## config.mk

```make
export PLATFORM = sky130hd
export DESIGN_NAME = nrth_div
export DESIGN_NICKNAME = d
export VERILOG_FILES = /design/src/sv/nrth_pkg.sv /design/src/sv/nrth_div.sv
export SDC_FILE = /design/constraint.sdc
export NUM_CORES = 1
export LEC_CHECK = 0
export BUFFER_PORTS_ARGS = -buffer_cell sky130_fd_sc_hd__buf_4
export CORE_MARGIN = 3
export CORE_UTILIZATION = 55
export DETAILED_ROUTE_END_ITERATION = 10
export PLACE_DENSITY = 0.8
export SYNTH_ARGS = -nofsm -noshare
export SYNTH_HDL_FRONTEND = slang
export SYNTH_SLANG_ARGS = --single-unit
```

## constraint.sdc

```tcl
create_clock -name aclk -period 33 [get_ports aclk]
set_clock_uncertainty 0.05 [all_clocks]
set_input_delay 6.6 -clock aclk [delete_from_list [all_inputs] [get_ports aclk]]
set_output_delay 6.6 -clock aclk [all_outputs]
set_load 0.05 [all_outputs]
```

## src/sv/nrth_pkg.sv

```systemverilog
// ----------------------------------------------------------------------------
// nrth_pkg
// Shared widths, codes and the multiply-accumulate program for the nearest
// ray-triangle hit block.
// ----------------------------------------------------------------------------
package nrth_pkg;

    localparam int COORD_W   = 32;
    localparam int EDGE_W    = 33;
    localparam int MA_W      = 52;
    localparam int MB_W      = 34;
    localparam int PROD_W    = MA_W + MB_W;
    localparam int ACC_W     = 88;
    localparam int FRAC_BITS = 16;
    localparam int DIST_W    = 31;
    localparam int EPS_W     = 16;
    localparam int FACE_W    = 10;
    localparam int COUNT_W   = 11;

    localparam int IN_DATA_W   = 9 * COORD_W;
    localparam int OUT_DATA_W  = 152;
    localparam int HIT_FIELDS_W = FACE_W + DIST_W + 3 * COORD_W;

    localparam logic [1:0] KIND_CLEAR = 2'd0;
    localparam logic [1:0] KIND_ADD   = 2'd1;
    localparam logic [1:0] KIND_RAY   = 2'd2;

    localparam logic REG_DET_EPS = 1'b0;

    typedef enum logic [4:0] {
        SRC_DIR0 = 5'd0,  SRC_DIR1 = 5'd1,  SRC_DIR2 = 5'd2,
        SRC_S0   = 5'd3,  SRC_S1   = 5'd4,  SRC_S2   = 5'd5,
        SRC_E1_0 = 5'd6,  SRC_E1_1 = 5'd7,  SRC_E1_2 = 5'd8,
        SRC_E2_0 = 5'd9,  SRC_E2_1 = 5'd10, SRC_E2_2 = 5'd11,
        SRC_P0   = 5'd12, SRC_P1   = 5'd13, SRC_P2   = 5'd14,
        SRC_Q0   = 5'd15, SRC_Q1   = 5'd16, SRC_Q2   = 5'd17,
        SRC_BEST = 5'd18
    } src_t;

    localparam int SRC_NUM = 19;

    typedef enum logic [3:0] {
        DST_NONE = 4'd0,
        DST_P0   = 4'd1, DST_P1 = 4'd2, DST_P2 = 4'd3,
        DST_Q0   = 4'd4, DST_Q1 = 4'd5, DST_Q2 = 4'd6,
        DST_DET  = 4'd7, DST_U  = 4'd8, DST_V  = 4'd9, DST_N = 4'd10,
        DST_HX   = 4'd11, DST_HY = 4'd12, DST_HZ = 4'd13
    } dst_t;

    typedef struct packed {
        src_t a;
        src_t b;
        logic neg;
        logic first;
        dst_t dst;
    } uop_t;

    localparam logic [4:0] UOP_TRI_LAST  = 5'd23;
    localparam logic [4:0] UOP_HIT_FIRST = 5'd24;
    localparam logic [4:0] UOP_LAST      = 5'd26;

    function automatic uop_t mk(input src_t a, input src_t b, input logic neg,
                                input logic first, input dst_t dst);
        uop_t u;
        u.a = a;
        u.b = b;
        u.neg = neg;
        u.first = first;
        u.dst = dst;
        return u;
    endfunction

    // p = dir x e2, q = s x e1, det = e1.p, u = s.p, v = dir.q, n = e2.q,
    // then dir * distance per axis for the hit point
    function automatic uop_t uop_rom(input logic [4:0] idx);
        uop_t u;
        case (idx)
            5'd0:  u = mk(SRC_DIR1, SRC_E2_2, 1'b0, 1'b1, DST_NONE);
            5'd1:  u = mk(SRC_DIR2, SRC_E2_1, 1'b1, 1'b0, DST_P0);
            5'd2:  u = mk(SRC_DIR2, SRC_E2_0, 1'b0, 1'b1, DST_NONE);
            5'd3:  u = mk(SRC_DIR0, SRC_E2_2, 1'b1, 1'b0, DST_P1);
            5'd4:  u = mk(SRC_DIR0, SRC_E2_1, 1'b0, 1'b1, DST_NONE);
            5'd5:  u = mk(SRC_DIR1, SRC_E2_0, 1'b1, 1'b0, DST_P2);
            5'd6:  u = mk(SRC_S1,   SRC_E1_2, 1'b0, 1'b1, DST_NONE);
            5'd7:  u = mk(SRC_S2,   SRC_E1_1, 1'b1, 1'b0, DST_Q0);
            5'd8:  u = mk(SRC_S2,   SRC_E1_0, 1'b0, 1'b1, DST_NONE);
            5'd9:  u = mk(SRC_S0,   SRC_E1_2, 1'b1, 1'b0, DST_Q1);
            5'd10: u = mk(SRC_S0,   SRC_E1_1, 1'b0, 1'b1, DST_NONE);
            5'd11: u = mk(SRC_S1,   SRC_E1_0, 1'b1, 1'b0, DST_Q2);
            5'd12: u = mk(SRC_P0,   SRC_E1_0, 1'b0, 1'b1, DST_NONE);
            5'd13: u = mk(SRC_P1,   SRC_E1_1, 1'b0, 1'b0, DST_NONE);
            5'd14: u = mk(SRC_P2,   SRC_E1_2, 1'b0, 1'b0, DST_DET);
            5'd15: u = mk(SRC_P0,   SRC_S0,   1'b0, 1'b1, DST_NONE);
            5'd16: u = mk(SRC_P1,   SRC_S1,   1'b0, 1'b0, DST_NONE);
            5'd17: u = mk(SRC_P2,   SRC_S2,   1'b0, 1'b0, DST_U);
            5'd18: u = mk(SRC_Q0,   SRC_DIR0, 1'b0, 1'b1, DST_NONE);
            5'd19: u = mk(SRC_Q1,   SRC_DIR1, 1'b0, 1'b0, DST_NONE);
            5'd20: u = mk(SRC_Q2,   SRC_DIR2, 1'b0, 1'b0, DST_V);
            5'd21: u = mk(SRC_Q0,   SRC_E2_0, 1'b0, 1'b1, DST_NONE);
            5'd22: u = mk(SRC_Q1,   SRC_E2_1, 1'b0, 1'b0, DST_NONE);
            5'd23: u = mk(SRC_Q2,   SRC_E2_2, 1'b0, 1'b0, DST_N);
            5'd24: u = mk(SRC_DIR0, SRC_BEST, 1'b0, 1'b1, DST_HX);
            5'd25: u = mk(SRC_DIR1, SRC_BEST, 1'b0, 1'b1, DST_HY);
            5'd26: u = mk(SRC_DIR2, SRC_BEST, 1'b0, 1'b1, DST_HZ);
            default: u = mk(SRC_DIR0, SRC_DIR0, 1'b0, 1'b1, DST_NONE);
        endcase
        return u;
    endfunction

    function automatic logic signed [COORD_W-1:0] sat32(input logic signed [ACC_W-1:0] x);
        logic signed [ACC_W-1:0] hi;
        logic signed [ACC_W-1:0] lo;
        hi = ACC_W'(signed'({1'b0, {(COORD_W-1){1'b1}}}));
        lo = ACC_W'(signed'({1'b1, {(COORD_W-1){1'b0}}}));
        if (x > hi) begin
            return hi[COORD_W-1:0];
        end else if (x < lo) begin
            return lo[COORD_W-1:0];
        end
        return x[COORD_W-1:0];
    endfunction

endpackage

```

## src/sv/nrth_div.sv

```systemverilog
// ----------------------------------------------------------------------------
// nrth_div
// Restoring divider for the hit distance, floor(num * 2^FRAC / den),
// saturated, one quotient bit per cycle.
// ----------------------------------------------------------------------------
module nrth_div (
    input  logic                             aclk,
    input  logic                             aresetn,
    input  logic                             start,
    input  logic [nrth_pkg::ACC_W-1:0]       num,
    input  logic [nrth_pkg::ACC_W-1:0]       den,
    output logic                             done,
    output logic [nrth_pkg::DIST_W-1:0]      quo
);
    import nrth_pkg::*;

    localparam int NF_W  = ACC_W + FRAC_BITS;
    localparam int REM_W = ACC_W + 1;
    localparam int CNT_W = $clog2(DIST_W);

    logic              busy_reg;
    logic [CNT_W-1:0]  cnt_reg;
    logic [REM_W-1:0]  rem_reg;
    logic [DIST_W-1:0] bits_reg;
    logic [DIST_W-1:0] q_reg;
    logic [ACC_W-1:0]  den_reg;
    logic [NF_W-1:0]   nfull;
    logic [REM_W-1:0]  hi;
    logic [REM_W-1:0]  trial;
    logic              qbit;
    logic [DIST_W-1:0] q_next;

    assign nfull  = {num, {FRAC_BITS{1'b0}}};
    assign hi     = REM_W'(nfull[NF_W-1:DIST_W]);
    assign trial  = {rem_reg[ACC_W-1:0], bits_reg[DIST_W-1]};
    assign qbit   = trial >= REM_W'(den_reg);
    assign q_next = {q_reg[DIST_W-2:0], qbit};

    always_ff @(posedge aclk) begin
        if (!aresetn) begin
            busy_reg <= 1'b0;
            done     <= 1'b0;
        end else begin
            done <= 1'b0;
            if (start) begin
                den_reg <= den;
                if (hi >= REM_W'(den)) begin
                    done <= 1'b1;
                    quo  <= '1;
                end else begin
                    busy_reg <= 1'b1;
                    cnt_reg  <= '0;
                    rem_reg  <= hi;
                    bits_reg <= nfull[DIST_W-1:0];
                    q_reg    <= '0;
                end
            end else if (busy_reg) begin
                rem_reg  <= qbit ? trial - REM_W'(den_reg) : trial;
                bits_reg <= bits_reg << 1;
                q_reg    <= q_next;
                cnt_reg  <= cnt_reg + 1'b1;
                if (cnt_reg == CNT_W'(DIST_W - 1)) begin
                    busy_reg <= 1'b0;
                    done     <= 1'b1;
                    quo      <= q_next;
                end
            end
        end
    end

endmodule

```

==> metrics.cfg <==
[status]
outcome=complete, no violations

[finish]
final_nets=2418
n_antenna_cell=0
fin_cells=2539
area_growth_pct=15.5
drive_gt1_share_pct=16.5
fillers=2649

[worst_setup_path]
cp-end-kind=register
r2r_cells=13
timing.rr.end=rem_reg[27]
path_max_fanout=73
worstSetupPathType=in2reg
critPathLaunchType=primary input
cp.required_ns=33.12
crit_chain=buf_4, ha_1, a21o_1, a21o_1, a21oi_1, nor3_1, a2111oi_0, o21ai_0, a21oi_1, o21ai_0, a31oi_1, nor2b_4, buf_4
slowest_stage=nor2b_4
r2r_start=rem_reg[13]
worst-r2r-setup-slack_ns=27.62
crit_start=num[72]
arrival_ns=11.13
cp_slowest_stage_delay_ns=0.88

[placement]
numPortBuffers=210
hpwl_um=37100
place_inst=2487
gp_congestion=0.936

[timing]
rsz0062_at_grt=no
relSlewSlack_pct=32.5
finalSetupViolCount=0
worst_slew_pin_slew_ns=1.01
fin_tns_setup_ns=0
finalHoldViolCount=0
timing.final.crit_period_ns=11.02
drv_slew=0
min_period_over_period_pct=33.4
fmax_mhz=90.8

[synth]
syn-instance-count=1916
yosysUniqueCellTypes=74
async_flop_share_pct=0
yosysWarnings=0
synth_enable_flop_cells=257
ys.flop_type=edfxtp_1
synthesis.area_um2=18200
syn_area_per_cell_um2=9.52
yosysSeqAreaShare_pct=42.5
ys_ff_latch=259
syn_nets=2259

[power]
powerDensity_nw_per_um2=51.2
peakVddDrop_uv=43.5
p_leak_uw=0.00908

[global_route]
grt_pass1_wl_um=77200
grt_pass1_vias=14800
track_usage_pct=26.8
grt_max_degree=89
grt-ovfl-total=0
antenna_found_initial=0

[min_path]
hold_path.class=reg2reg
hold_depth=1
min_from=q_reg[11]
min_to=quo[12]

[floorplanning]
die_w_um=188
core_um2=32600
die-area_um2=35400
start_util_pct=55.9
num_rows=66
io_pins=211
die_h_um=188

[detailed_routing]
drc=0
vias=15100
drt_pass1_iterations=5
final_antenna_net_count=0
drt-total-wl_um=49100
via_per_inst=5.93
routedWlPerCell_um=19.3
drt-initial-drc-count=1446

[cts]
ctsHoldBuffers=0
cts_root_buf=clkbuf_16
worst_skew_pair.late_latency_ns=0.56
clockBufferDepth=3
htreeDepth=1
numCtsBuffers=28
cts_resized=0
cts_sinks=259
cts_tree=built
clkTransAtPathRegs_ns=0.06
cts_setup_buffers=0

[job]
maxCapViolCount=0

area by class of cell:
type                            instances  area (um^2)  area share, %
Inverter                              216          811           3.85
Multi-Input combinational cell       1349         9300           44.1
Clock buffer                           34          764           3.63
Tap cell                              442          553           2.62
Timing Repair Buffer                  221         1660           7.87
Clock inverter                         18          228           1.08
Sequential cell                       259         7760           36.8
placed cells by master, fill, tap and decap left out, types with 26 or more instances in the layout:
master     count
a211oi_1      29
a21o_1        71
a21oi_1      186
buf_4        221
clkbuf_16     29
edfxtp_1     257
ha_1         163
inv_1        215
nand2_1      138
nand4_1       66
nor2_1       103
nor2b_1       40
nor3_1        28
o21a_1        43
o21ai_0      101
o21bai_1      26
or2_2         32
xnor2_1       47
xor2_1        31
power by group:
part / total, uW / switching [uW] / internal, uW
Sequential: 408 / 11.7 / 396
Clock: 339 / 135 / 204
Combinational: 332 / 201 / 131
per-layer routing:
metal | GRT usage [%] | wire length (um) | vias to the layer above
met2 | 44.6 | 23000 | 537
met4 | 7.39 | 1150 | 0
li1 | - | - | 7271
met3 | 3.68 | 3180 | 80
met5 | 0 | 0 | -
met1 | 37.1 | 21800 | 7167
worst max path at each step:
stage / end / slack, ns / depth (start not counted)
CTS: rem_reg[33] / 22.08 / 12
floorplan: bits_reg[16] / 17.83 / 11
detailed placement: bits_reg[19] / 21.52 / 12
finish: rem_reg[33] / 21.98 / 13
global route: rem_reg[36] / 21.69 / 12
global placement: bits_reg[19] / 21.58 / 12
through the flow:
step	hold WS, ns	power (uW)	setup slack (ns)	util, %	instance area, um^2
after floorplan	0.429	650	17.83	-	18200
after global placement	0.433	733	21.58	61.6	20100
after detailed placement	0.455	739	21.52	61.6	20100
after CTS	0.479	1080	22.08	64.6	21100
after global routing	0.502	1130	21.69	64.6	21100
final	0.480	1080	21.98	64.6	21100
critical path, delay by kind of cell:
kind	cells	cell delay, ns
and+or+nand+nor	2	0.94
AOI/OAI and AO/OA	8	2.17
adders and majority gates	1	0.31
buffers and inverters	2	0.99
cells in the mapped netlist (all sizes together), types with 18 or more instances:
library cell | count | area, um^2
buf | 31 | 174
a31oi | 18 | 119
nand2 | 138 | 518
xnor2 | 47 | 412
xor2 | 31 | 272
nor2b | 41 | 257
clkbuf | 61 | 230
o211ai | 23 | 173
a21o | 71 | 533
or2 | 33 | 206
nand4 | 66 | 413
a21oi | 191 | 971
ha | 163 | 2040
inv | 216 | 811
edfxtp | 257 | 7720
mux2 | 24 | 274
nor3 | 28 | 140
a211oi | 34 | 280
nor2 | 104 | 393
o21bai | 26 | 195
o21a | 43 | 323
o21ai | 117 | 586
cells by family (layout without fill, tap and decap cells):
kind of cell | count (synthesis) | count (layout) | share of synthesized area [%]
compound gates | 576 | 576 | 20.1
xor+xnor | 78 | 78 | 3.75
fa+ha+maj | 164 | 164 | 11.3
buf+inv | 308 | 489 | 6.66
flops | 259 | 259 | 42.5
mux | 32 | 32 | 1.94
simple gates | 499 | 499 | 13.7
(Power assumes the default switching activity.)
