==> src/sv/nrth_pkg.sv <==
// ----------------------------------------------------------------------------
// nrth_pkg
// Shared widths, codes and the multiply-accumulate program for the nearest
// ray-triangle hit block.
// ----------------------------------------------------------------------------
package nrth_pkg;

    localparam int COORD_W   = 32;
    localparam int EDGE_W    = 33;
    localparam int MA_W      = 52;
    localparam int MB_W      = 34;
    localparam int PROD_W    = MA_W + MB_W;
    localparam int ACC_W     = 88;
    localparam int FRAC_BITS = 16;
    localparam int DIST_W    = 31;
    localparam int EPS_W     = 16;
    localparam int FACE_W    = 10;
    localparam int COUNT_W   = 11;

    localparam int IN_DATA_W   = 9 * COORD_W;
    localparam int OUT_DATA_W  = 152;
    localparam int HIT_FIELDS_W = FACE_W + DIST_W + 3 * COORD_W;

    localparam logic [1:0] KIND_CLEAR = 2'd0;
    localparam logic [1:0] KIND_ADD   = 2'd1;
    localparam logic [1:0] KIND_RAY   = 2'd2;

    localparam logic REG_DET_EPS = 1'b0;

    typedef enum logic [4:0] {
        SRC_DIR0 = 5'd0,  SRC_DIR1 = 5'd1,  SRC_DIR2 = 5'd2,
        SRC_S0   = 5'd3,  SRC_S1   = 5'd4,  SRC_S2   = 5'd5,
        SRC_E1_0 = 5'd6,  SRC_E1_1 = 5'd7,  SRC_E1_2 = 5'd8,
        SRC_E2_0 = 5'd9,  SRC_E2_1 = 5'd10, SRC_E2_2 = 5'd11,
        SRC_P0   = 5'd12, SRC_P1   = 5'd13, SRC_P2   = 5'd14,
        SRC_Q0   = 5'd15, SRC_Q1   = 5'd16, SRC_Q2   = 5'd17,
        SRC_BEST = 5'd18
    } src_t;

    localparam int SRC_NUM = 19;

    typedef enum logic [3:0] {
        DST_NONE = 4'd0,
        DST_P0   = 4'd1, DST_P1 = 4'd2, DST_P2 = 4'd3,
        DST_Q0   = 4'd4, DST_Q1 = 4'd5, DST_Q2 = 4'd6,
        DST_DET  = 4'd7, DST_U  = 4'd8, DST_V  = 4'd9, DST_N = 4'd10,
        DST_HX   = 4'd11, DST_HY = 4'd12, DST_HZ = 4'd13
    } dst_t;

    typedef struct packed {
        src_t a;
        src_t b;
        logic neg;
        logic first;
        dst_t dst;
    } uop_t;

    localparam logic [4:0] UOP_TRI_LAST  = 5'd23;
    localparam logic [4:0] UOP_HIT_FIRST = 5'd24;
    localparam logic [4:0] UOP_LAST      = 5'd26;

    function automatic uop_t mk(input src_t a, input src_t b, input logic neg,
                                input logic first, input dst_t dst);
        uop_t u;
        u.a = a;
        u.b = b;
        u.neg = neg;
        u.first = first;
        u.dst = dst;
        return u;
    endfunction

    // p = dir x e2, q = s x e1, det = e1.p, u = s.p, v = dir.q, n = e2.q,
    // then dir * distance per axis for the hit point
    function automatic uop_t uop_rom(input logic [4:0] idx);
        uop_t u;
        case (idx)
            5'd0:  u = mk(SRC_DIR1, SRC_E2_2, 1'b0, 1'b1, DST_NONE);
            5'd1:  u = mk(SRC_DIR2, SRC_E2_1, 1'b1, 1'b0, DST_P0);
            5'd2:  u = mk(SRC_DIR2, SRC_E2_0, 1'b0, 1'b1, DST_NONE);
            5'd3:  u = mk(SRC_DIR0, SRC_E2_2, 1'b1, 1'b0, DST_P1);
            5'd4:  u = mk(SRC_DIR0, SRC_E2_1, 1'b0, 1'b1, DST_NONE);
            5'd5:  u = mk(SRC_DIR1, SRC_E2_0, 1'b1, 1'b0, DST_P2);
            5'd6:  u = mk(SRC_S1,   SRC_E1_2, 1'b0, 1'b1, DST_NONE);
            5'd7:  u = mk(SRC_S2,   SRC_E1_1, 1'b1, 1'b0, DST_Q0);
            5'd8:  u = mk(SRC_S2,   SRC_E1_0, 1'b0, 1'b1, DST_NONE);
            5'd9:  u = mk(SRC_S0,   SRC_E1_2, 1'b1, 1'b0, DST_Q1);
            5'd10: u = mk(SRC_S0,   SRC_E1_1, 1'b0, 1'b1, DST_NONE);
            5'd11: u = mk(SRC_S1,   SRC_E1_0, 1'b1, 1'b0, DST_Q2);
            5'd12: u = mk(SRC_P0,   SRC_E1_0, 1'b0, 1'b1, DST_NONE);
            5'd13: u = mk(SRC_P1,   SRC_E1_1, 1'b0, 1'b0, DST_NONE);
            5'd14: u = mk(SRC_P2,   SRC_E1_2, 1'b0, 1'b0, DST_DET);
            5'd15: u = mk(SRC_P0,   SRC_S0,   1'b0, 1'b1, DST_NONE);
            5'd16: u = mk(SRC_P1,   SRC_S1,   1'b0, 1'b0, DST_NONE);
            5'd17: u = mk(SRC_P2,   SRC_S2,   1'b0, 1'b0, DST_U);
            5'd18: u = mk(SRC_Q0,   SRC_DIR0, 1'b0, 1'b1, DST_NONE);
            5'd19: u = mk(SRC_Q1,   SRC_DIR1, 1'b0, 1'b0, DST_NONE);
            5'd20: u = mk(SRC_Q2,   SRC_DIR2, 1'b0, 1'b0, DST_V);
            5'd21: u = mk(SRC_Q0,   SRC_E2_0, 1'b0, 1'b1, DST_NONE);
            5'd22: u = mk(SRC_Q1,   SRC_E2_1, 1'b0, 1'b0, DST_NONE);
            5'd23: u = mk(SRC_Q2,   SRC_E2_2, 1'b0, 1'b0, DST_N);
            5'd24: u = mk(SRC_DIR0, SRC_BEST, 1'b0, 1'b1, DST_HX);
            5'd25: u = mk(SRC_DIR1, SRC_BEST, 1'b0, 1'b1, DST_HY);
            5'd26: u = mk(SRC_DIR2, SRC_BEST, 1'b0, 1'b1, DST_HZ);
            default: u = mk(SRC_DIR0, SRC_DIR0, 1'b0, 1'b1, DST_NONE);
        endcase
        return u;
    endfunction

    function automatic logic signed [COORD_W-1:0] sat32(input logic signed [ACC_W-1:0] x);
        logic signed [ACC_W-1:0] hi;
        logic signed [ACC_W-1:0] lo;
        hi = ACC_W'(signed'({1'b0, {(COORD_W-1){1'b1}}}));
        lo = ACC_W'(signed'({1'b1, {(COORD_W-1){1'b0}}}));
        if (x > hi) begin
            return hi[COORD_W-1:0];
        end else if (x < lo) begin
            return lo[COORD_W-1:0];
        end
        return x[COORD_W-1:0];
    endfunction

endpackage

==> src/sv/nrth_mul.sv <==
// ----------------------------------------------------------------------------
// nrth_mul
// Serial signed multiplier, one bit of the narrow operand per cycle.
// ----------------------------------------------------------------------------
module nrth_mul (
    input  logic                                aclk,
    input  logic                                aresetn,
    input  logic                                start,
    input  logic signed [nrth_pkg::MA_W-1:0]    a,
    input  logic signed [nrth_pkg::MB_W-1:0]    b,
    output logic                                done,
    output logic signed [nrth_pkg::PROD_W-1:0]  prod
);
    import nrth_pkg::*;

    localparam int CNT_W = $clog2(MB_W);

    logic              busy_reg;
    logic [CNT_W-1:0]  cnt_reg;
    logic [PROD_W-1:0] ma_reg;
    logic [MB_W-1:0]   mb_reg;
    logic [PROD_W-1:0] pacc_reg;
    logic [PROD_W-1:0] pacc_next;
    logic              neg_reg;
    logic [MA_W-1:0]   a_mag;
    logic [MB_W-1:0]   b_mag;

    assign a_mag = a[MA_W-1] ? MA_W'(-a) : MA_W'(a);
    assign b_mag = b[MB_W-1] ? MB_W'(-b) : MB_W'(b);
    assign pacc_next = mb_reg[0] ? pacc_reg + ma_reg : pacc_reg;

    always_ff @(posedge aclk) begin
        if (!aresetn) begin
            busy_reg <= 1'b0;
            done     <= 1'b0;
        end else begin
            done <= 1'b0;
            if (start) begin
                busy_reg <= 1'b1;
                cnt_reg  <= '0;
                ma_reg   <= PROD_W'(a_mag);
                mb_reg   <= b_mag;
                pacc_reg <= '0;
                neg_reg  <= a[MA_W-1] ^ b[MB_W-1];
            end else if (busy_reg) begin
                pacc_reg <= pacc_next;
                ma_reg   <= ma_reg << 1;
                mb_reg   <= mb_reg >> 1;
                cnt_reg  <= cnt_reg + 1'b1;
                if (cnt_reg == CNT_W'(MB_W - 1)) begin
                    busy_reg <= 1'b0;
                    done     <= 1'b1;
                    prod     <= neg_reg ? -signed'(pacc_next) : signed'(pacc_next);
                end
            end
        end
    end

endmodule

==> config.mk <==
export PLATFORM = sky130hd
export DESIGN_NAME = nrth_mul
export DESIGN_NICKNAME = d
export VERILOG_FILES = /design/src/sv/nrth_pkg.sv /design/src/sv/nrth_mul.sv
export SDC_FILE = /design/constraint.sdc
export NUM_CORES = 1
export LEC_CHECK = 0
export BUFFER_PORTS_ARGS = -buffer_cell sky130_fd_sc_hd__buf_2
export CAP_MARGIN = 20
export CORE_ASPECT_RATIO = 2
export CORE_UTILIZATION = 25
export DETAILED_ROUTE_END_ITERATION = 6
export GPL_TIMING_DRIVEN = 0
export HOLD_SLACK_MARGIN = 0.03
export PLACE_DENSITY_LB_ADDON = 0.12
export REMOVE_ABC_BUFFERS = 1
export SYNTH_ARGS = -nofsm -noshare
export SYNTH_HDL_FRONTEND = slang
export SYNTH_SLANG_ARGS = --single-unit
==> constraint.sdc <==
create_clock -name aclk -period 11.8 [get_ports aclk]
set_clock_uncertainty 0.2 [all_clocks]
set_input_delay 2.95 -clock aclk [delete_from_list [all_inputs] [get_ports aclk]]
set_output_delay 2.95 -clock aclk [all_outputs]
set_load 0.05 [all_outputs]
==> results.txt, run 1 <==
Via count: 20800
Register bit count reported by yosys: 301
CTS tree: yes
Min cycle time layout: 7.07 ns
Max-Slew Margin vs Limit: 13.6%
First-pass DRT Iterations: 5
Post-Place Cells: 3797
Met1 wire length: 29800 um
Register share of total power: 37.2%
Die W: 216 um
VDD IR max: 0.111 mV
Post-synthesis mux area share: 2.16%
Top Ports: 176
Worst path arrival time: 7.15 ns
Drc violations: 0
Compound-cell area share of the yosys netlist: 21.9%
Die H: 431 um
DR WL/cell: 25.7 um
Post-synthesis sequential area ratio: 39.2%
CP Cell Sequence: ha_1, inv_1, fa_1, nor2b_4, o31a_4, o211ai_1, nand2_1, a31oi_1, xnor2_1, mux2i_1, o21ai_1, nor4_4, nand4_1, o21ai_0, xor2_1
Critical R2R Capture: prod[72]
First-pass GRT wire length: 143000 um
Antenna viol nets, final: 0
CP max stage cell: mux2i_1
Clk sinks: 301
Crit path launch type: flip-flop
Iter 0 DRT Violations: 1184
Fin. Hold Viols: 0
Clock share of power: 31.0%
RSZ-0062 raised after global routing: no
Top cell type's share of synthesized area: 39.1%
DP HPWL: 80600 um
Unique cell type count in the Yosys netlist: 93
Top routing layer used: met5
Input/output buffers: 175
Post-CTS Hold Buffers: 0
Non-Filler Instances: 3867
Synth warn: 0
Most used DFF post-synth: edfxtp_1
Setup bufs post-CTS: 0
Largest net degree at the start of global routing: 168
H-tree levels: 2
Syn avg cell area: 9.02 um2
Fmax achieved: 0.141 GHz
Fin crit share: 59.9%
Total GRT Usage: 21.2%
Via density: 5.37
Worst-Margin Slew: 1.26 ns
Synth Area in Adders: 4.99%
Critical path endpoint category: flip-flop
Core area: 90800 um2
Clock Path Buffers: 3
Hold Path Class: flip-flop to flip-flop
Clock root buffer: clkbuf_16
P&R area growth vs syn: 15.5%
Vias in the first global route: 21400
Power density cells: 136 nW/um2
Post-Synth XOR/XNOR Area: 7.66%
Final Core Density: 29.2%
WL met2: 53900 um
Reg2Reg Depth: 15
Clock Latency Late Sink: 0.61 ns
Main combinational cell family by area after synthesis: compound AO/OA/AOI/OAI gates
Run status: complete, no violations
GPL Wtd Cong: 0.971
Max cap viols: 0
Layout cells sized above 1: 12.6%
Reg-to-Reg Start: ma_reg[0]
Synth Cell Area: 23000 um2
Worst path max stage delay: 0.99 ns
Antenna violations before repair: 10
Share of total power in combinational logic: 31.8%
Sw Share: 37.5%
Total chip power: 3600 uW
CP endpoint: prod[72]
WS Path Type: flip-flop to flip-flop
Met3 wire length: 3420 um
Worst Path Max Fanout: 8
Final setup violation count: 0
Fin. max-slew vios: 0
EDFF count, synth: 299
Total Wirelength: 99400 um
Required @ worst endpoint: 11.87 ns
CP Launch Point: ma_reg[0]
Initial core utilization: 25.3%
Final WS setup: 4.73 ns
Clock-pin slew on the worst setup and hold paths: 0.06 ns
Simple-Gate Fraction of Synth Area: 20.8%
Area contributors post-synth: edfxtp_1, a21oi_1, xor2_1
Worst slack, placed: 4.51 ns
Psw: 1350 uW
R2r setup slk: 4.73 ns
Site row count: 156
Post-cts sizing count: 0
Final nets: 2831
TritonCTS buffer count: 36
FFs w/ async S/R, synth: 0%
Total negative slack: 0 ns
Pleak: 0.00941 uW
Yosys top cell by area: edfxtp_1
Mapped Cells: 2547
Pint: 2250 uW
Die area: 93200 um2
GRT overflow: 0
[power groups by stage]
stage	sequential [uW]	combinational, uW	clock (uW)
floorplan	1340	688	0
global placement	1390	1100	0
detailed placement	1360	1140	0
CTS	1340	1150	1160
global route	1340	1240	1190
finish	1340	1140	1120
[cells in the mapped netlist (29+ instances only)]
| library cell | number |
|---|---|
| edfxtp_1 | 299 |
| nor2_1 | 295 |
| a21oi_1 | 232 |
| nand2_1 | 208 |
| o21ai_0 | 163 |
| xor2_1 | 132 |
| clkbuf_1 | 105 |
| ha_1 | 90 |
| nor3_1 | 72 |
| nand4_1 | 70 |
| xnor2_1 | 69 |
| nor2b_1 | 63 |
| o31ai_1 | 50 |
| inv_1 | 46 |
| nand3_1 | 45 |
| or3_1 | 31 |
| a211oi_1 | 30 |
| a21o_1 | 29 |
| nor4_1 | 29 |
[cell families (layout without fill, tap and decap cells)]
group / count (synthesis) / after routing
simple gates: 954 / 954
compound gates: 764 / 764
flops: 301 / 301
xor+xnor: 201 / 201
buf+inv: 190 / 319
fa+ha+maj: 91 / 91
mux: 46 / 46
other cells: 0 / 6
[critical path: cells and delay by family (launching register included)]
kind	cells	cell delay, ns
AO/OA/AOI/OAI	5	2.86
AND/OR/NAND/NOR	4	1.40
multiplexers	1	0.99
adder cells (fa/ha/maj)	2	0.52
flip-flops	1	0.43
XOR/XNOR	2	0.27
buffers and inverters	1	0.08
[metal layers]
layer  up-vias  track usage (%)
met4         8             22.3
li1       9880                -
met3       262             2.92
met5         -                0
met1      9984             17.4
met2       626             40.8
[through the flow]
stage | hold WS, ns | instance area, um2
2_1_floorplan | 0.246 | 22400
3_3_place_gp | 0.265 | 24800
3_5_place_dp | 0.304 | 25400
4_1_cts | 0.313 | 26500
5_1_grt | 0.356 | 26500
6_report | 0.313 | 26500
[cell usage in the layout, fill, tap and decap left out, types with 22 or more instances in the layout]
cell type / n
a21o_1: 29
o21a_1: 27
o21ai_0: 163
nor4_1: 29
a21oi_1: 232
nand2_1: 208
xnor2_1: 69
nand3_1: 45
nand4_1: 70
buf_2: 176
nand2b_1: 22
a211oi_1: 29
inv_1: 45
or3_1: 31
ha_1: 90
xor2_1: 132
a31oi_1: 24
nor2_1: 295
mux2i_1: 27
edfxtp_1: 299
o31ai_1: 50
nor2b_1: 63
nor3_1: 71
clkbuf_16: 36
or4_1: 22
[cell type report]
cell class / instances / area [um2]
fillers: 9684 / 64200
multi-input cells: 2056 / 13200
flip-flops and latches: 301 / 9020
repair buffers: 209 / 1490
well taps: 1185 / 1480
clock buffers: 40 / 916
clock inverters: 23 / 200
inverters: 47 / 179
diodes: 6 / 15.0
[worst min path at each step]
stage,endpoint,slack (ns),cells after the start,from
after floorplan,done,0.25,2,busy_reg
after global placement,done,0.26,2,busy_reg
after detailed placement,done,0.30,2,busy_reg
after CTS,done,0.31,2,busy_reg
after global routing,done,0.36,2,busy_reg
final,done,0.31,2,busy_reg
(Power assumes the default switching activity.)
==> run 2, diff against run 1 <==
--- a/config.mk
+++ b/config.mk
@@ -5,6 +5,7 @@
 export SDC_FILE = /design/constraint.sdc
 export NUM_CORES = 1
 export LEC_CHECK = 0
+export ABC_AREA = 1
 export BUFFER_PORTS_ARGS = -buffer_cell sky130_fd_sc_hd__buf_2
 export CAP_MARGIN = 20
 export CORE_ASPECT_RATIO = 2
==> constraint.sdc (replaced) <==
create_clock -name aclk -period 7.3 [get_ports aclk]
set_clock_uncertainty 0.2 [all_clocks]
set_input_delay 1.825 -clock aclk [delete_from_list [all_inputs] [get_ports aclk]]
set_output_delay 1.825 -clock aclk [all_outputs]
set_load 0.05 [all_outputs]
==> results.txt, run 2 <==
Clock Latency Late Sink: 0.59 ns (-0.02 ns)
Required @ worst endpoint: 7.41 ns (-4.46 ns)
DP HPWL: 96700 um (+20%)
Min cycle time layout: 5.14 ns
Crit path launch type: input port
Fmax achieved: 0.194 GHz
Hold path start: mb_reg[5]
Post-Place Cells: 5351 (+41%)
Iter 0 DRT Violations: 1438 (+21%)
Layout cells sized above 1: 11.5% (-1.1 points)
Clk sinks: 301 (unchanged)
Fin crit share: 70.5%
Count leader, synth: nand2_1
Max-Slew Margin vs Limit: 33.8% (+20 points)
First-pass DRT Iterations: 6 (+1)
Clock-pin slew on the worst setup and hold paths: 0.06 ns (about the same)
Die H: 456 um (+5.8%)
WS Path Type: input port to flip-flop
Top cell type's share of synthesized area: 34.9% (-4.2 points)
Share of total power in combinational logic: 38.8% (+7.0 points)
Worst-Margin Slew: 0.983 ns (-0.276 ns)
First-pass GRT wire length: 163000 um (+14%)
Via count: 24500 (+18%)
Register share of total power: 33.9% (-3.3 points)
Antenna viol nets, final: 0 (unchanged)
Top Ports: 176 (unchanged)
Fin. max-slew vios: 0 (unchanged)
VDD IR max: 0.153 mV (+38%)
Vias in the first global route: 24400 (+14%)
GRT overflow: 0 (unchanged)
Post-cts sizing count: 0 (unchanged)
CP Launch Point: a[0]
Fin. Hold Viols: 0 (unchanged)
Site row count: 166 (+6.4%)
Antenna violations before repair: 4 (-6)
Run status: complete, no violations
Worst path arrival time: 5.25 ns (-1.90 ns)
Yosys top cell by area: edfxtp_1
Synth Cell Area: 25700 um2 (+12%)
Unique cell type count in the Yosys netlist: 57 (-39%)
Max cap viols: 0 (unchanged)
H-tree levels: 2 (unchanged)
Commonest cells in the netlist: nand2_1, inv_1, nor2_1
Clock Path Buffers: 3 (unchanged)
Non-Filler Instances: 5415 (+40%)
Sw Share: 42.3% (+4.8 points)
Core area: 102000 um2 (+13%)
Worst Path Max Fanout: 4 (-4)
FFs w/ async S/R, synth: 0% (unchanged)
P&R area growth vs syn: 15.2%
Most used DFF post-synth: edfxtp_1
Clock root buffer: clkbuf_16
TritonCTS buffer count: 35 (-2.8%)
Syn avg cell area: 6.64 um2 (-26%)
Reg-to-Reg Start: mb_reg[0]
Total Wirelength: 114000 um (+15%)
Fillers: 11700 (+21%)
GPL Wtd Cong: 0.979 (+0.80%)
Commonest non-fill, non-tap cell in the layout: nand2_1
Total chip power: 6560 uW (+82%)
Pleak: 0.0142 uW (+51%)
Final setup violation count: 0 (unchanged)
Pint: 3790 uW (+68%)
Die area: 104000 um2 (+12%)
Post-synthesis sequential area ratio: 35.0% (-4.2 points)
EDFF count, synth: 299 (unchanged)
Synth warn: 0 (unchanged)
Psw: 2780 uW (+110%)
Via density: 4.52 (-16%)
DR WL/cell: 21.1 um (-18%)
Clock share of power: 27.3% (-3.7 points)
Final nets: 4224 (+49%)
Commonest non-fill, non-tap cells in the layout: nand2_1, inv_1, nor2_1
Total GRT Usage: 21.6% (+0.49 points)
Largest net degree at the start of global routing: 131 (-22%)
Setup bufs post-CTS: 0 (unchanged)
Post-CTS Hold Buffers: 0 (unchanged)
RSZ-0062 raised after global routing: no
Mapped Cells: 3877 (+52%)
Initial core utilization: 25.2% (-0.13 points)
Die W: 229 um (+5.8%)
Input/output buffers: 175 (unchanged)
Power density cells: 221 nW/um2 (+63%)
Critical path endpoint category: flip-flop
Drc violations: 0 (unchanged)
Area contributors post-synth: edfxtp_1, nand2_1, inv_1
CTS tree: yes
Hold Path Class: flip-flop to flip-flop
Register bit count reported by yosys: 301 (unchanged)
[run 2: cell types whose count changed in the layout (fill, tap and decap cells not counted), moves of 34 or more]
| cell | delta |
|---|---|
| nor2b_1 | -62 |
| inv_1 | +566 |
| nand2_2 | +52 |
| nor2_1 | +182 |
| a21oi_1 | -111 |
| nand3_1 | +187 |
| o31ai_1 | -48 |
| inv_2 | +34 |
| xor2_1 | -43 |
| nand2_1 | +1084 |
[run 2: cells by family (layout without fill, tap and decap cells)]
logic type | Yosys count | count (layout) | synth area share (%)
and+or+nand+nor | 2283 | 2283 | 37.9
buffers and inverters | 728 | 921 | 10.8
AOI/OAI and AO/OA | 332 | 332 | 7.01
DFF | 301 | 301 | 35.0
xor gates and xnor gates | 142 | 142 | 4.83
adders and majority gates | 91 | 91 | 4.45
other | 0 | 1 | 0
[run 2: layout make-up]
type	instances	area (um2)	share of cell area, %
inverter	654	2460	8.30
antenna	1	2.50	0.00844
sequential	301	9020	30.4
clock buffer	48	925	3.12
timing repair buffer	204	1460	4.92
multi-input combinational	2848	14000	47.1
tap	1344	1680	5.67
clock inverter	15	149	0.502
[run 2: power groups by stage]
stage / combinational, uW / clock, uW / sequential (uW)
after floorplan: 1540 / 0 / 2230
after global placement: 2490 / 0 / 2340
after detailed placement: 2550 / 0 / 2260
after CTS: 2570 / 1850 / 2230
after global routing: 2790 / 1880 / 2230
final: 2550 / 1790 / 2220
[run 2: per-stage QoR]
stage	setup TNS (ns)	hold WS [ns]	worst slack, ns	util (%)	cell area, um2
after detailed placement	0	0.318	1.54	28.0	28600
final	0	0.331	2.16	29.0	29700
after floorplan	-114.25	0.257	-1.33	-	25400
after global placement	-2296.61	0.281	-6.35	27.4	28000
after CTS	0	0.331	2.15	29.0	29700
after global routing	0	0.354	1.91	29.0	29700
[run 2: path summary, 6_finish.rpt]
path / depth (start not counted) / slack (ns) / to
worst max-delay path: 18 / 2.16 / ma_reg[38]
worst min-delay path: 2 / 0.33 / mb_reg[4]
worst max register to register: 22 / 2.26 / prod[78]
worst min register to register: 2 / 0.33 / mb_reg[4]
[run 2: worst max-delay path, stage by stage]
cell and delay, ns:
buf_2 0.10, inv_1 0.08, ha_1 0.17, inv_1 0.07
nor2_1 0.11, nand2_1 0.09, nor3_1 0.24, nand2_1 0.11
nor3_1 0.15, inv_1 0.09, nor2_1 0.55, nand4_1 0.31
nand2_1 0.32, nand2_1 0.16, a21oi_1 0.30, o21ai_0 0.18
xnor2_1 0.28, o21ai_0 0.11
[run 2: routing by layer]
metal	track usage [%]	share of wire, %	wire [um]
met1	18.7	31	35800
met2	42.3	54	61600
met4	20.9	12	13100
met5	0	0.019	22
met3	2.21	3.1	3500
==> run 3, diff against run 2 <==
--- a/config.mk
+++ b/config.mk
@@ -5,7 +5,7 @@
 export SDC_FILE = /design/constraint.sdc
 export NUM_CORES = 1
 export LEC_CHECK = 0
-export ABC_AREA = 1
+export ABC_AREA = 0
 export BUFFER_PORTS_ARGS = -buffer_cell sky130_fd_sc_hd__buf_2
 export CAP_MARGIN = 20
 export CORE_ASPECT_RATIO = 2
==> constraint.sdc (replaced) <==
create_clock -name aclk -period 5.2 [get_ports aclk]
set_clock_uncertainty 0.2 [all_clocks]
set_input_delay 1.3 -clock aclk [delete_from_list [all_inputs] [get_ports aclk]]
set_output_delay 1.3 -clock aclk [all_outputs]
set_load 0.05 [all_outputs]
==> results.txt, run 3 (synthesis gave the netlist of run 1 again) <==
Die area: 93200 um2 (-11%)
Iter 0 DRT Violations: 1152 (-20%)
Fin. Hold Viols: 0 (unchanged)
Power density cells: 303 nW/um2 (+37%)
Via density: 5.37 (+19%)
Clk sinks: 301 (unchanged)
RSZ-0062 raised after global routing: yes
Psw: 3190 uW (+15%)
Final nets: 2870 (-32%)
Drc violations: 0 (unchanged)
TritonCTS buffer count: 36 (+2.9%)
Hold path cells: 2 (unchanged)
Site row count: 156 (-6.0%)
Met1 usage: 17.7% (-0.95 points)
P&R area growth vs syn: 20.9%
Total negative slack: 0 ns (unchanged)
Worst hold endpoint: done
H-tree levels: 2 (unchanged)
Sw Share: 37.9% (-4.4 points)
GRT overflow: 0 (unchanged)
First-pass GRT wire length: 145000 um (-11%)
Commonest non-fill, non-tap cells in the layout: edfxtp_1, nor2_1, nand2_1
Global routing's busiest layer: met2
Vias in the first global route: 21800 (-11%)
Total Wirelength: 101000 um (-12%)
Reg-to-Reg Start: pacc_reg[41]
Input/output buffers: 175 (unchanged)
Worst-Margin Slew: 0.974 ns (-0.00888 ns)
Die H: 431 um (-5.5%)
Antenna violations before repair: 11 (+7)
Max-Slew Margin vs Limit: 35.0% (+1.3 points)
Top Ports: 176 (unchanged)
Critical path endpoint category: flip-flop
WS Path Type: flip-flop to flip-flop
VDD IR max: 0.252 mV (+65%)
Reg2Reg Depth: 13 (-41%)
Total GRT Usage: 21.5% (-0.14 points)
Layout cells sized above 1: 19.1% (+7.6 points)
Clock Path Buffers: 3 (unchanged)
Pleak: 0.00977 uW (-31%)
Clock share of power: 30.1% (+2.8 points)
Initial core utilization: 25.3% (+0.13 points)
Run status: complete, no violations
Hold Path Class: flip-flop to flip-flop
Worst Path Max Fanout: 13 (+9)
Min cycle time layout: 5.16 ns
Fin. max-slew vios: 0 (unchanged)
Commonest non-fill, non-tap cell in the layout: edfxtp_1
Critical R2R Capture: prod[80]
Final Cell Area: 27800 um2 (-6.3%)
Fin crit share: 99.2%
First-pass DRT Iterations: 5 (-1)
Crit path launch type: flip-flop
Antenna viol nets, final: 0 (unchanged)
Via count: 21000 (-14%)
CTS tree: yes
Clock-pin slew on the worst setup and hold paths: 0.06 ns (about the same)
Clock root buffer: clkbuf_16
Pint: 5230 uW (+38%)
Die W: 216 um (-5.5%)
GPL Wtd Cong: 0.971 (-0.80%)
Grt met3 use: 2.89% (+0.68 points)
Hold path start: busy_reg
Final setup violation count: 0 (unchanged)
Fmax achieved: 0.194 GHz
Required @ worst endpoint: 5.34 ns (-2.07 ns)
DP HPWL: 80600 um (-17%)
Core area: 90800 um2 (-11%)
Dpl cell area: 25400 um2 (-11%)
Largest net degree at the start of global routing: 168 (+28%)
Clock Latency Late Sink: 0.61 ns (+0.02 ns)
DR WL/cell: 25.8 um (+23%)
Register share of total power: 36.1% (+2.2 points)
Max cap viols: 0 (unchanged)
GR Util met2: 41.3% (-0.96 points)
Share of total power in combinational logic: 33.8% (-5.0 points)
R2r setup slk: 0.04 ns (-2.22 ns)
Worst path arrival time: 5.30 ns (+0.05 ns)
[run 3: power by group through the flow]
stage	Combinational (uW)	Clock (uW)	Sequential (uW)
after global placement	2510	0	3160
after detailed placement	2590	0	3090
after global routing	3060	2690	3040
after CTS	2750	2620	3040
after floorplan	1560	0	3040
final	2850	2540	3040
[run 3: metrics by stage]
stage          instances  setup slack [ns]  utilization (%)  hold slack, ns  power (uW)
2_1_floorplan       2404             -3.04                -           0.246        4600
3_3_place_gp        3764            -13.59             27.3           0.265        5670
3_5_place_dp        3797             -1.63             28.0           0.304        5680
4_1_cts             3882           0.00173             30.0           0.313        8420
5_1_grt             3903           -0.0598             30.6           0.356        8790
6_report            3907            0.0424             30.6           0.313        8420
[run 3: worst max path at each step]
stage	startpoint	to	slack (ns)	depth (start not counted)
2_1_floorplan	mb_reg[0]	prod[66]	-3.04	11
3_3_place_gp	start	prod[49]	-13.59	2
3_5_place_dp	ma_reg[0]	prod[72]	-1.63	15
4_1_cts	ma_reg[13]	prod[80]	0.002	14
5_1_grt	ma_reg[38]	prod[72]	-0.06	14
6_report	pacc_reg[41]	prod[80]	0.04	13
[run 3: repair_timing]
| item | 4_1_cts | 5_1_grt |
|---|---|---|
| hold buffers | 0 | 0 |
| pin swaps | 18 | 19 |
| hold endpoints to repair | 0 | 0 |
| resized for setup | 109 | 98 |
| setup endpoints to repair | 52 | 37 |
| buffers inserted | 22 | 18 |
[run 3: cell type report]
| cell class | instances | area (um2) |
|---|---|---|
| well taps | 1185 | 1480 |
| flip-flops and latches | 301 | 9020 |
| inverters | 47 | 179 |
| clock buffers | 40 | 916 |
| repair buffers | 248 | 1800 |
| fillers | 9619 | 63000 |
| diodes | 7 | 17.5 |
| multi-input cells | 2056 | 14200 |
| clock inverters | 23 | 200 |
[run 3: worst max-delay path: stages, from the launching register on]
cell and delay, ns:
edfxtp_1 0.57, ha_2 0.60, nand4_1 0.30, nor4_2 0.66
o2111a_1 0.37, a2111oi_2 0.08, buf_1 0.19, o211a_1 0.26
nor3_1 0.22, nand3_2 0.26, or2_2 0.43, or3_1 0.36
o31ai_1 0.30, xor2_1 0.10
[run 3: layer usage]
layer,up-vias,wire [um]
met5,-,53
met4,8,12700
met3,290,3120
met2,606,54800
met1,10100,30300
li1,9949,-
